## src/rtl/failed_login_lockout_table_assert.svh

```systemverilog
// assertion macros for the lockout table
`ifndef FAILED_LOGIN_LOCKOUT_TABLE_ASSERT_SVH
`define FAILED_LOGIN_LOCKOUT_TABLE_ASSERT_SVH

// antecedent implies consequent in the same cycle
`define FLT_ASSERT_SAME(label, ante, cons) \
    label: assert property (@(posedge aclk) disable iff (!aresetn) (ante) |-> (cons)) \
        else $error("lockout table assertion failed");

// antecedent implies consequent in the next cycle
`define FLT_ASSERT_NEXT(label, ante, cons) \
    label: assert property (@(posedge aclk) disable iff (!aresetn) (ante) |=> (cons)) \
        else $error("lockout table assertion failed");

`endif

```

## src/rtl/flt_pkg.sv

```systemverilog
package flt_pkg;

    localparam int TABLE_ENTRIES = 16;

    localparam logic [1:0] FUNC_CHECK = 2'd0;
    localparam logic [1:0] FUNC_FAIL  = 2'd1;
    localparam logic [1:0] FUNC_CLEAR = 2'd2;

    localparam logic CFG_MAX_ATTEMPTS  = 1'b0;
    localparam logic CFG_BLOCK_SECONDS = 1'b1;

    localparam logic [7:0]  COUNT_MAX = 8'hFF;
    localparam logic [31:0] TOTAL_MAX = 32'hFFFF_FFFF;

    typedef enum logic [1:0] {
        ST_IDLE,
        ST_SCAN,
        ST_FIN
    } state_t;

    // request travelling along the row of entries
    typedef struct packed {
        logic        vld;
        logic [1:0]  func;
        logic [31:0] addr;
        logic [31:0] now;
        logic        found;
        logic        blocked;
        logic [7:0]  count;
        logic        free_seen;
    } tok_t;

    // end-of-scan broadcast to every entry
    typedef struct packed {
        logic done;
        logic commit;
    } ctl_t;

    function automatic logic [31:0] sat_end(input logic [31:0] now, input logic [15:0] secs);
        logic [32:0] sum;
        sum = {1'b0, now} + {17'd0, secs};
        return sum[32] ? TOTAL_MAX : sum[31:0];
    endfunction

endpackage

```

## src/rtl/flt_cell.sv

```systemverilog
module flt_cell
    import flt_pkg::*;
(
    input  logic        aclk,
    input  logic        aresetn,
    input  logic [7:0]  max_attempts,
    input  logic [15:0] block_seconds,
    input  ctl_t        ctl,
    input  tok_t        tok_in,
    output tok_t        tok_out
);

    logic        valid_reg, valid_next;
    logic        pend_reg, pend_next;
    logic [31:0] addr_reg, addr_next;
    logic [7:0]  count_reg, count_next;
    logic [31:0] end_reg, end_next;
    tok_t        tok_reg, tok_next;

    logic        match;
    logic        take_free;
    logic [7:0]  inc;

    always_comb begin
        match      = tok_in.vld && valid_reg && (addr_reg == tok_in.addr);
        take_free  = tok_in.vld && !valid_reg && (tok_in.func == FUNC_FAIL) && !tok_in.free_seen;
        inc        = (count_reg == COUNT_MAX) ? COUNT_MAX : count_reg + 8'd1;
        valid_next = valid_reg;
        pend_next  = pend_reg;
        addr_next  = addr_reg;
        count_next = count_reg;
        end_next   = end_reg;
        tok_next   = tok_in;

        if (match) begin
            tok_next.found = 1'b1;
            tok_next.count = count_reg;
            case (tok_in.func)
                FUNC_CHECK: begin
                    if (count_reg >= max_attempts) begin
                        if (tok_in.now < end_reg) begin
                            tok_next.blocked = 1'b1;
                        end else begin
                            count_next     = 8'd0;
                            end_next       = 32'd0;
                            tok_next.count = 8'd0;
                        end
                    end
                end
                FUNC_FAIL: begin
                    count_next     = inc;
                    tok_next.count = inc;
                    if (inc >= max_attempts) begin
                        end_next = sat_end(tok_in.now, block_seconds);
                    end
                end
                FUNC_CLEAR: begin
                    valid_next     = 1'b0;
                    tok_next.count = 8'd0;
                end
                default: begin
                    tok_next.count = count_reg;
                end
            endcase
        end

        // free slot: write a fresh entry now, make it live only on commit
        if (take_free) begin
            pend_next          = 1'b1;
            addr_next          = tok_in.addr;
            count_next         = 8'd1;
            end_next           = (8'd1 >= max_attempts) ? sat_end(tok_in.now, block_seconds)
                                                        : 32'd0;
            tok_next.free_seen = 1'b1;
        end

        if (ctl.done) begin
            pend_next = 1'b0;
            if (ctl.commit && pend_reg) begin
                valid_next = 1'b1;
            end
        end
    end

    always_ff @(posedge aclk) begin
        if (!aresetn) begin
            valid_reg <= 1'b0;
            pend_reg  <= 1'b0;
            tok_reg   <= '0;
        end else begin
            valid_reg <= valid_next;
            pend_reg  <= pend_next;
            tok_reg   <= tok_next;
        end
    end

    always_ff @(posedge aclk) begin
        addr_reg  <= addr_next;
        count_reg <= count_next;
        end_reg   <= end_next;
    end

    assign tok_out = tok_reg;

endmodule

```

## config.mk

```make
export PLATFORM = sky130hd
export DESIGN_NAME = flt_cell
export DESIGN_NICKNAME = d
export VERILOG_FILES = /design/src/rtl/failed_login_lockout_table_assert.svh /design/src/rtl/flt_pkg.sv /design/src/rtl/flt_cell.sv
export SDC_FILE = /design/constraint.sdc
export NUM_CORES = 1
export LEC_CHECK = 0
export BUFFER_PORTS_ARGS = -buffer_cell sky130_fd_sc_hd__buf_2
export CORE_MARGIN = 2
export CORE_UTILIZATION = 45
export DETAILED_ROUTE_END_ITERATION = 12
export PLACE_DENSITY = 0.69
export SYNTH_ARGS = -nofsm -noshare
export SYNTH_HDL_FRONTEND = slang
export SYNTH_SLANG_ARGS = --single-unit
```

## constraint.sdc

```tcl
create_clock -name aclk -period 9.9 [get_ports aclk]
set_clock_uncertainty 0.1 [all_clocks]
set_input_delay 0.99 -clock aclk [delete_from_list [all_inputs] [get_ports aclk]]
set_output_delay 0.99 -clock aclk [all_outputs]
set_load 0.01 [all_outputs]
```

==> impl_results.md <==
- DR WL/cell: ~16 um
- Count leader, synth: dfxtp_1
- Warnings from Yosys: 0
- Met1 WL: between 8000 and 9000 um
- Sink Count: approximately 150
- Max Slew Vio Count: 0
- CTS tree: yes
- Worst slew pin tran: ~1.2 ns
- Initial antenna violation count: 0
- Delay-heaviest family, CP: simple AND/OR/NAND/NOR gates
- Final setup fails: 0
- Pwr Density: 170 nW/um^2
- Worst Setup Start Kind: input pin
- CTS clock-pin slew for the worst setup and hold paths: 0.06 ns
- Total CTS buffers: 17
- Routed WL: 19200 um
- I/O Buffers: 183
- I/O pin total: roughly 180
- Maximum clock rate: between 200 and 300 MHz
- Worst endpoint required time: 9.87 ns
- Slew HR: 0.217
- Count of different cell masters after synthesis: 64
- Total Nets Final: ~1100
- GRT Overall Usage: 0.216
- Switching pwr: between 0.0004 and 0.0005 W
- Number of DRC markers in iteration 0: ~500
- Flops & latches, synth: between 150 and 200
- Routed Antenna Nets: 0
- GPL Wtd Cong: roughly 0.9
- ANT cells: 0
- EDFF count, synth: 64
- Asr flop ratio synth: 0
- Status: finished clean
- # DRC: 0
- Cell Chain, Critical Path: buf_2, xor2_1, nor4_1, nand4b_1, nor4_4, nand2_1, nor4b_1, o211a_1, buf_4
- Share of cells above drive strength 1: 0.244
- Comb pwr share: 0.162
- DP HPWL: between 10000 and 15000 um
- Max reg flops: 78
- WS Path Type: input pin to flip-flop
- DRT Pass-1 Iters: 5
- Final Critical Period: between 3 and 4 ns
- Fin crit share: 0.374
- Critical path endpoint category: flip-flop
- Area of the core: around 17000 um^2
- Clock root cell: clkbuf_16
- Die Y: 136 um
- Syn_nets: 940
- Sw Share: 0.287
- H-tree lvl count: 4
- Worst hold path type: flip-flop to flip-flop
- Post-synth top cells: 88 x dfxtp_1, 74 x and2_1, 64 x edfxtp_1, 64 x ha_1, 58 x a21oi_1
- Initial Util: 0.455
- Routed wl met2: 9120 um
- Layout fillers: roughly 1500
- Setup TNS: 0 ns
- Via count: 6316
- Clock group share of total power: 0.404
- Worst Path Arrival: 3.67 ns
- Non-filler cells, final: between 1000 and 1500
- CP Buf/Inv Count: 2
- Die width: roughly 140 um
- Slowest CP cell: nor4_4
- Max Cap Violations: 0
- Syn Inst Count: 769
- Largest net degree at the start of global routing: 75
- DP Cell Count: between 1000 and 1500
- P&R area growth vs syn: 22.4%
- CP max stage delay: 0.79 ns
- DR vias/cell: between 5 and 6
- Maximum VDD drop: around 0.00013 V
- Synth top area share: 0.247
- Die Area: ~18000 um^2
- Clock Tree Buf Depth: 2
- Maximum fanout along the worst path: 32
- Final hold viol count: 0
- First-pass GRT wire length: roughly 31000 um
- Met3 wire len: ~1200 um
- Main area contributors after synthesis: edfxtp_1 25%, dfxtp_1 23%, ha_1 10%
- Post-cts gate resize count: 0
- Sequential area share after synthesis: 0.473
- # hold bufs at CTS: 0
- Syn Std Cell Area: between 7000 and 8000 um^2
- DR top layer: met4
- Syn avg cell area: 10.1 um^2
- RSZ-0062 raised after global routing: false
- Ys flop type: dfxtp_1
- Seq pwr share: 0.434
- Leak pwr: 4.34 nW
- Setup bufs post-CTS: 0
- Post-synth top area cell: edfxtp_1
- Int Pwr: 0.00116 W
- Worst-Skew Late Latency: 0.43 ns
- Vias in the first global route: slightly above 6000
- Rows: between 40 and 50
- GRT overflow: 0
-- worst reg2reg max path, cell delays in order, from the launching register on --
cell and delay [ns]:
dfxtp_1 0.36, ha_1 0.31, and2_1 0.21, and2_1 0.19
and3_1 0.22, nor2_1 0.21, ha_1 0.27, nand2b_1 0.14
a21o_1 0.18, a21o_1 0.19, a211oi_1 0.23, o21ai_0 0.13
nor4b_1 0.17, o211a_1 0.21, buf_4 0.27
-- path summary, 6_finish.rpt --
kind	cells past startpoint	slack, ns	start	end
max	9	6.20	tok_in[66]	end_reg[9]
min	2	0.40	pend_reg	pend_reg
max reg2reg	14	6.21	count_reg[0]	end_reg[9]
min reg2reg	2	0.40	pend_reg	pend_reg
-- area by class of cell --
| class | count | area, um^2 | area share |
|---|---|---|---|
| multi-input cells | 537 | 3800 | 0.398 |
| flip-flops and latches | 152 | 3680 | 0.386 |
| repair buffers | 187 | 946 | 0.0992 |
| clock buffers | 17 | 425 | 0.0446 |
| well taps | 225 | 282 | 0.0295 |
| inverters | 58 | 218 | 0.0228 |
| clock inverters | 15 | 180 | 0.0189 |
-- per-layer routing --
| layer | up-vias | track usage |
|---|---|---|
| li1 | 3134 | - |
| met1 | 2958 | 0.285 |
| met2 | 206 | 0.359 |
| met3 | 18 | 0.0513 |
| met4 | 0 | 0.0521 |
| met5 | - | 0 |
-- logic make-up (layout without fill, tap and decap cells) --
logic type,count (synthesis),after routing,synth area share
XOR/XNOR,53,53,0.0596
adder cells (fa/ha/maj),65,65,0.105
multiplexers,1,1,0.00129
flip-flops,152,152,0.473
buffers and inverters,80,277,0.0403
AO/OA/AOI/OAI,174,174,0.143
AND/OR/NAND/NOR,244,244,0.177
-- cells in the final DEF, fill, tap and decap left out, drive strengths merged, types with 3 or more instances in the layout --
cell type / synthesis / layout
buf: 11 / 187
dfxtp: 88 / 88
and2: 74 / 74
inv: 58 / 66
ha: 64 / 64
edfxtp: 64 / 64
a21oi: 60 / 60
nor2: 41 / 41
xor2: 37 / 37
nand2: 36 / 36
o21ai: 32 / 32
a21o: 21 / 21
clkbuf: 11 / 17
nor4: 17 / 17
xnor2: 16 / 16
nor3: 16 / 16
a211oi: 14 / 14
and3: 13 / 13
nand3: 13 / 13
nand4: 11 / 11
a31oi: 11 / 11
and4: 5 / 5
a311oi: 5 / 5
clkinv: 0 / 5
o21a: 4 / 4
o21bai: 4 / 4
o221ai: 4 / 4
o22ai: 4 / 4
nand2b: 3 / 3
nor4b: 3 / 3
or3: 3 / 3
nor2b: 3 / 3
-- power by group through the flow --
stage          Clock (W)  Combinational (W)  Sequential [W]
4_1_cts         0.000671           0.000263        0.000705
6_report        0.000656           0.000263        0.000705
3_3_place_gp           0           0.000257        0.000718
2_1_floorplan          0           0.000164        0.000720
3_5_place_dp           0           0.000260        0.000719
5_1_grt         0.000698           0.000298        0.000710
-- metrics by stage --
step	power [W]	area (um^2)	util	hold slack (ns)	setup WS (ns)
global placement	0.000975	8930	0.521	0.379	5.87
finish	0.00162	9530	0.557	0.401	6.20
floorplan	0.000884	7790	-	0.369	6.31
detailed placement	0.000980	8930	0.521	0.385	5.74
CTS	0.00164	9530	0.557	0.395	6.19
global route	0.00171	9530	0.557	0.421	5.92
Power figures use the tool's default switching activity.
