### src/rtl/failed_login_lockout_table_assert.svh
// assertion macros for the lockout table
`ifndef FAILED_LOGIN_LOCKOUT_TABLE_ASSERT_SVH
`define FAILED_LOGIN_LOCKOUT_TABLE_ASSERT_SVH

// antecedent implies consequent in the same cycle
`define FLT_ASSERT_SAME(label, ante, cons) \
    label: assert property (@(posedge aclk) disable iff (!aresetn) (ante) |-> (cons)) \
        else $error("lockout table assertion failed");

// antecedent implies consequent in the next cycle
`define FLT_ASSERT_NEXT(label, ante, cons) \
    label: assert property (@(posedge aclk) disable iff (!aresetn) (ante) |=> (cons)) \
        else $error("lockout table assertion failed");

`endif

### src/rtl/flt_pkg.sv
package flt_pkg;

    localparam int TABLE_ENTRIES = 16;

    localparam logic [1:0] FUNC_CHECK = 2'd0;
    localparam logic [1:0] FUNC_FAIL  = 2'd1;
    localparam logic [1:0] FUNC_CLEAR = 2'd2;

    localparam logic CFG_MAX_ATTEMPTS  = 1'b0;
    localparam logic CFG_BLOCK_SECONDS = 1'b1;

    localparam logic [7:0]  COUNT_MAX = 8'hFF;
    localparam logic [31:0] TOTAL_MAX = 32'hFFFF_FFFF;

    typedef enum logic [1:0] {
        ST_IDLE,
        ST_SCAN,
        ST_FIN
    } state_t;

    // request travelling along the row of entries
    typedef struct packed {
        logic        vld;
        logic [1:0]  func;
        logic [31:0] addr;
        logic [31:0] now;
        logic        found;
        logic        blocked;
        logic [7:0]  count;
        logic        free_seen;
    } tok_t;

    // end-of-scan broadcast to every entry
    typedef struct packed {
        logic done;
        logic commit;
    } ctl_t;

    function automatic logic [31:0] sat_end(input logic [31:0] now, input logic [15:0] secs);
        logic [32:0] sum;
        sum = {1'b0, now} + {17'd0, secs};
        return sum[32] ? TOTAL_MAX : sum[31:0];
    endfunction

endpackage

### src/rtl/flt_ctrl.sv
module flt_ctrl
    import flt_pkg::*;
(
    input  logic        aclk,
    input  logic        aresetn,
    input  logic        s_tvalid,
    output logic        s_tready,
    input  logic [71:0] s_tdata,
    output logic        m_tvalid,
    input  logic        m_tready,
    output logic [47:0] m_tdata,
    output tok_t        tok_first,
    input  tok_t        tok_last,
    output ctl_t        ctl
);

    state_t      state_reg, state_next;
    tok_t        res_reg, res_next;
    logic [31:0] total_reg, total_next;
    logic        m_valid_reg, m_valid_next;
    logic [47:0] m_data_reg, m_data_next;

    logic        out_free;
    logic        is_fail;
    logic        full;
    logic [7:0]  count_out;

    assign out_free = !m_valid_reg || m_tready;

    always_comb begin
        tok_first           = '0;
        tok_first.vld       = s_tvalid && s_tready;
        tok_first.func      = s_tdata[1:0];
        tok_first.addr      = s_tdata[33:2];
        tok_first.now       = s_tdata[65:34];

        is_fail   = (res_reg.func == FUNC_FAIL);
        full      = is_fail && !res_reg.found && !res_reg.free_seen;
        count_out = res_reg.found ? res_reg.count
                  : ((is_fail && res_reg.free_seen) ? 8'd1 : 8'd0);

        state_next   = state_reg;
        res_next     = res_reg;
        total_next   = total_reg;
        m_valid_next = m_valid_reg && !m_tready;
        m_data_next  = m_data_reg;
        ctl          = '0;
        s_tready     = 1'b0;

        case (state_reg)
            ST_IDLE: begin
                s_tready = 1'b1;
                if (s_tvalid) begin
                    state_next = ST_SCAN;
                end
            end
            ST_SCAN: begin
                if (tok_last.vld) begin
                    res_next   = tok_last;
                    state_next = ST_FIN;
                end
            end
            ST_FIN: begin
                if (out_free) begin
                    ctl.done   = 1'b1;
                    ctl.commit = is_fail && !res_reg.found && res_reg.free_seen;
                    if (is_fail && !full && (total_reg != TOTAL_MAX)) begin
                        total_next = total_reg + 32'd1;
                    end
                    m_valid_next = 1'b1;
                    m_data_next  = {6'd0, total_next, full, count_out, res_reg.blocked};
                    state_next   = ST_IDLE;
                end
            end
            default: begin
                state_next = ST_IDLE;
            end
        endcase
    end

    always_ff @(posedge aclk) begin
        if (!aresetn) begin
            state_reg   <= ST_IDLE;
            total_reg   <= 32'd0;
            m_valid_reg <= 1'b0;
        end else begin
            state_reg   <= state_next;
            total_reg   <= total_next;
            m_valid_reg <= m_valid_next;
        end
    end

    always_ff @(posedge aclk) begin
        res_reg    <= res_next;
        m_data_reg <= m_data_next;
    end

    assign m_tvalid = m_valid_reg;
    assign m_tdata  = m_data_reg;

endmodule

### config.mk
export PLATFORM = sky130hd
export DESIGN_NAME = flt_ctrl
export DESIGN_NICKNAME = d
export VERILOG_FILES = /design/src/rtl/failed_login_lockout_table_assert.svh /design/src/rtl/flt_pkg.sv /design/src/rtl/flt_ctrl.sv
export SDC_FILE = /design/constraint.sdc
export NUM_CORES = 1
export LEC_CHECK = 0
export BUFFER_PORTS_ARGS = -buffer_cell sky130_fd_sc_hd__buf_2
export CAP_MARGIN = 20
export CORE_AREA = 2 2 109 111
export DETAILED_ROUTE_END_ITERATION = 8
export DIE_AREA = 0 0 111 113
export PLACE_DENSITY_LB_ADDON = 0.05
export SLEW_MARGIN = 30
export SYNTH_ARGS = -nofsm -noshare
export SYNTH_HDL_FRONTEND = slang
export SYNTH_SLANG_ARGS = --single-unit
export TNS_END_PERCENT = 1
### constraint.sdc
create_clock -name aclk -period 4.32 [get_ports aclk]
set_input_delay 0.864 -clock aclk [delete_from_list [all_inputs] [get_ports aclk]]
set_output_delay 0.864 -clock aclk [all_outputs]
set_load 0.005 [all_outputs]
==> impl_metrics.prom <==
# TYPE chip_impl_metric gauge
chip_impl_metric{name="cts.repair.resized",unit=""} 0
chip_impl_metric{name="track_usage",unit="%"} 16.1
chip_impl_metric{name="largest_register_ffs",unit=""} 42
chip_impl_metric{name="cts.reportedPaths.clkPinSlew",unit="ns"} 0.06
chip_impl_metric{name="worstPathMaxFanout",unit=""} 25
chip_impl_metric{name="detailedRoute.firstIterationViolations",unit=""} 145
chip_impl_metric{name="initial_antenna_violation_count",unit=""} 0
chip_impl_metric{name="core_region_area",unit="sq um"} 11300
chip_impl_metric{name="timing.fmax",unit="GHz"} 0.325
chip_impl_info{name="kind_of_critical_path",value="primary input to primary output"} 1
chip_impl_info{name="worst_path_dominant_cell_family",value="buffers and inverters"} 1
chip_impl_metric{name="arrival",unit="ns"} 2.22
chip_impl_metric{name="postCtsSetupBuffers",unit=""} 0
chip_impl_metric{name="finalSetupTns",unit="ns"} 0
chip_impl_metric{name="row_count",unit=""} 39
chip_impl_metric{name="leakage_power_total",unit="nW"} 1.84
chip_impl_metric{name="antenna_cells_inserted",unit=""} 0
chip_impl_info{name="worstPathCellList",value="buf_2 > nand2b_1 > nand2b_1 > inv_2 > and3_1 > buf_2"} 1
chip_impl_info{name="cts_tree",value="yes"} 1
chip_impl_info{name="post_synth_main_area_contributors",value="edfxtp_1, dfxtp_1, buf_4, xor2_1, a21oi_1"} 1
chip_impl_metric{name="hpwlAfterDp",unit="um"} 6970
chip_impl_metric{name="ctsHoldBuffers",unit=""} 0
chip_impl_metric{name="htree_levels",unit=""} 3
chip_impl_info{name="synth.largest_area_cell",value="edfxtp_1"} 1
chip_impl_metric{name="floorplan.die.height",unit="um"} 113
chip_impl_metric{name="yosys_register_bits",unit=""} 90
chip_impl_metric{name="gp_congestion",unit=""} 0.752
chip_impl_metric{name="cpPeakStageDelay",unit="ns"} 0.53
chip_impl_metric{name="area_used_by_sequential_logic_in_the_layout",unit="sq um"} 2350
chip_impl_metric{name="synthArstFlopShare",unit="%"} 0
chip_impl_metric{name="growth_of_design_area_from_synthesis_to_finish",unit="%"} 5.10
chip_impl_metric{name="synth_enable_flop_cells",unit=""} 55
chip_impl_metric{name="initial_core_util",unit="%"} 41.1
chip_impl_metric{name="setup_viol",unit=""} 0
chip_impl_info{name="cts_root_buf",value="clkbuf_16"} 1
chip_impl_metric{name="cp.buffers_inverters",unit=""} 3
chip_impl_metric{name="viasPerCell",unit=""} 5.13
chip_impl_metric{name="synth.top_cell.area_share",unit="%"} 35.6
chip_impl_metric{name="timing.final.max_slew_violations",unit=""} 0
chip_impl_info{name="slowest_stage",value="inv_2"} 1
chip_impl_metric{name="yosysWarnings",unit=""} 0
chip_impl_metric{name="first_pass_grt_wire_length",unit="um"} 15900
chip_impl_metric{name="synth_seq_area_share",unit="%"} 50.7
chip_impl_info{name="ys_dominant_reg_cell",value="edfxtp_1"} 1
chip_impl_metric{name="p_per_area",unit="nW/um^2"} 386
chip_impl_metric{name="drtPass1Iterations",unit=""} 4
chip_impl_metric{name="postRouteWirelength",unit="um"} 9920
chip_impl_metric{name="antenna_violating_nets_post_route",unit=""} 0
chip_impl_metric{name="cts-buffers-inserted",unit=""} 9
chip_impl_metric{name="syn-cell-area",unit="sq um"} 4640
chip_impl_info{name="critPathCaptureType",value="primary output"} 1
chip_impl_metric{name="fill_cells",unit=""} 1074
chip_impl_metric{name="period_needed",unit="ns"} 3.08
chip_impl_metric{name="insertion_delay",unit="ns"} 0.35
chip_impl_metric{name="first_global_vias",unit=""} 2974
chip_impl_metric{name="synthDistinctLibCells",unit=""} 43
chip_impl_metric{name="clock_tree.buffer_depth",unit=""} 2
chip_impl_metric{name="tightestPinTransition",unit="ns"} 0.876
chip_impl_metric{name="drive_above_1_share",unit="%"} 20.2
chip_impl_metric{name="synth.avg_cell_area",unit="sq um"} 10.3
chip_impl_metric{name="multi_input_area",unit="sq um"} 1640
chip_impl_metric{name="die_w",unit="um"} 111
chip_impl_metric{name="period_share",unit="%"} 71.3
chip_impl_metric{name="route.vias.total",unit=""} 3044
chip_impl_info{name="setup_repair_after_global_routing_missed_its_margin",value="false"} 1
chip_impl_metric{name="drt-wirelength-per-cell",unit="um"} 16.7
chip_impl_info{name="yosys-top-cells-count",value="buf_4, edfxtp_1, dfxtp_1, nand2_1, nor2_1"} 1
chip_impl_metric{name="syn-instance-count",unit=""} 450
chip_impl_metric{name="grt_overflow_total",unit=""} 0
chip_impl_metric{name="cts.sinks",unit=""} 90
chip_impl_info{name="synth.most_common_cell",value="buf_4"} 1
chip_impl_metric{name="number_of_nets_in_the_final_layout",unit=""} 600
chip_impl_metric{name="peakVddDrop",unit="mV"} 0.187
chip_impl_metric{name="drv_cap",unit=""} 0
chip_impl_metric{name="crit_required",unit="ns"} 3.46
chip_impl_metric{name="drc",unit=""} 0
chip_impl_metric{name="hold_violations",unit=""} 0
chip_impl_metric{name="maximum_number_of_pins_on_one_net_before_global_route_repair",unit=""} 37
chip_impl_metric{name="setup_ws",unit="ns"} 1.24
chip_impl_metric{name="pre_cts_ws",unit="ns"} 1.12
chip_impl_metric{name="slew_headroom",unit="%"} 41.3
chip_impl_metric{name="die-area",unit="sq um"} 12500
chip_impl_metric{name="boundaryPins",unit=""} 284
chip_impl_info{name="status",value="completed"} 1
chip_impl_metric{name="fin_worst_hold_slack",unit="ns"} 0.434
chip_impl_metric{name="regToRegSetupSlack",unit="ns"} 1.47
chip_impl_info{name="worstSetupStartpointType",value="primary input"} 1
chip_impl_info{name="worst_min_path_class",value="register to register"} 1
chip_impl_metric{name="final.setup_skew",unit="ns"} 0.00956
chip_impl_metric{name="portBuffers",unit=""} 64
## kinds of logic after synthesis
family / synth area share [%]
buffers and inverters: 15.4
other: 0.0809
flip-flops: 50.7
XOR/XNOR: 6.05
adder cells (fa/ha/maj): 0.270
AND/OR/NAND/NOR: 19.1
AO/OA/AOI/OAI: 6.67
multiplexers: 1.75
## where the power goes
group | internal (W) | switching [W]
Sequential | 0.000920 | 0.00000465
Clock | 0.000567 | 0.000334
Combinational | 0.0000185 | 0.0000346
Total | 0.00151 | 0.000373
## cell type report
cell class	count	share of cell area (%)
inverter	4	0.308
timing repair buffer	67	7.04
clock inverter	6	2.36
tap	143	3.67
clock buffer	10	4.70
multi-input combinational	273	33.6
sequential	90	48.3
## cell usage in the layout (no fill, tap or decap), types with 2 or more instances in the layout
| cell type | instances |
|---|---|
| and3_1 | 2 |
| inv_1 | 2 |
| o21ai_0 | 14 |
| a21oi_1 | 24 |
| xnor2_1 | 5 |
| or2_2 | 2 |
| nand2_1 | 29 |
| conb_1 | 17 |
| nor2_1 | 29 |
| bufinv_16 | 3 |
| and2_1 | 9 |
| nand4_1 | 10 |
| buf_2 | 64 |
| nor4_1 | 9 |
| mux2i_1 | 7 |
| nand4_2 | 2 |
| nor3_1 | 16 |
| or4_1 | 11 |
| or3_1 | 17 |
| nand3_1 | 7 |
| xor2_1 | 27 |
| clkbuf_16 | 9 |
| clkinv_4 | 2 |
| buf_4 | 3 |
| o21a_1 | 2 |
| o31ai_1 | 8 |
| edfxtp_1 | 55 |
| dfxtp_1 | 35 |
| nand2b_1 | 12 |
## per-stage QoR
step           instances  total power, W  utilization, %  instance area (sq um)
2_1_floorplan        466         0.00103               -                   4700
3_3_place_gp         577        0.000997            40.2                   4530
3_5_place_dp         577        0.000998            40.2                   4530
4_1_cts              593         0.00191            43.2                   4870
5_1_grt              593         0.00195            43.2                   4870
6_report             593         0.00188            43.2                   4870
## final timing paths
check,cells after the start,from,endpoint
max,6,m_tready,ctl[0]
min,0,res_reg[9],m_tdata[0]
max reg2reg,6,total_reg[0],m_tdata[11]
min reg2reg,0,res_reg[9],m_tdata[0]
## per-layer routing
layer,global-route usage (%),wire length [um]
met5,0,0
met1,20.3,4470
met4,6.25,223
met3,4.55,573
met2,26.2,4650
No activity file was read; power rests on OpenSTA's default activity.
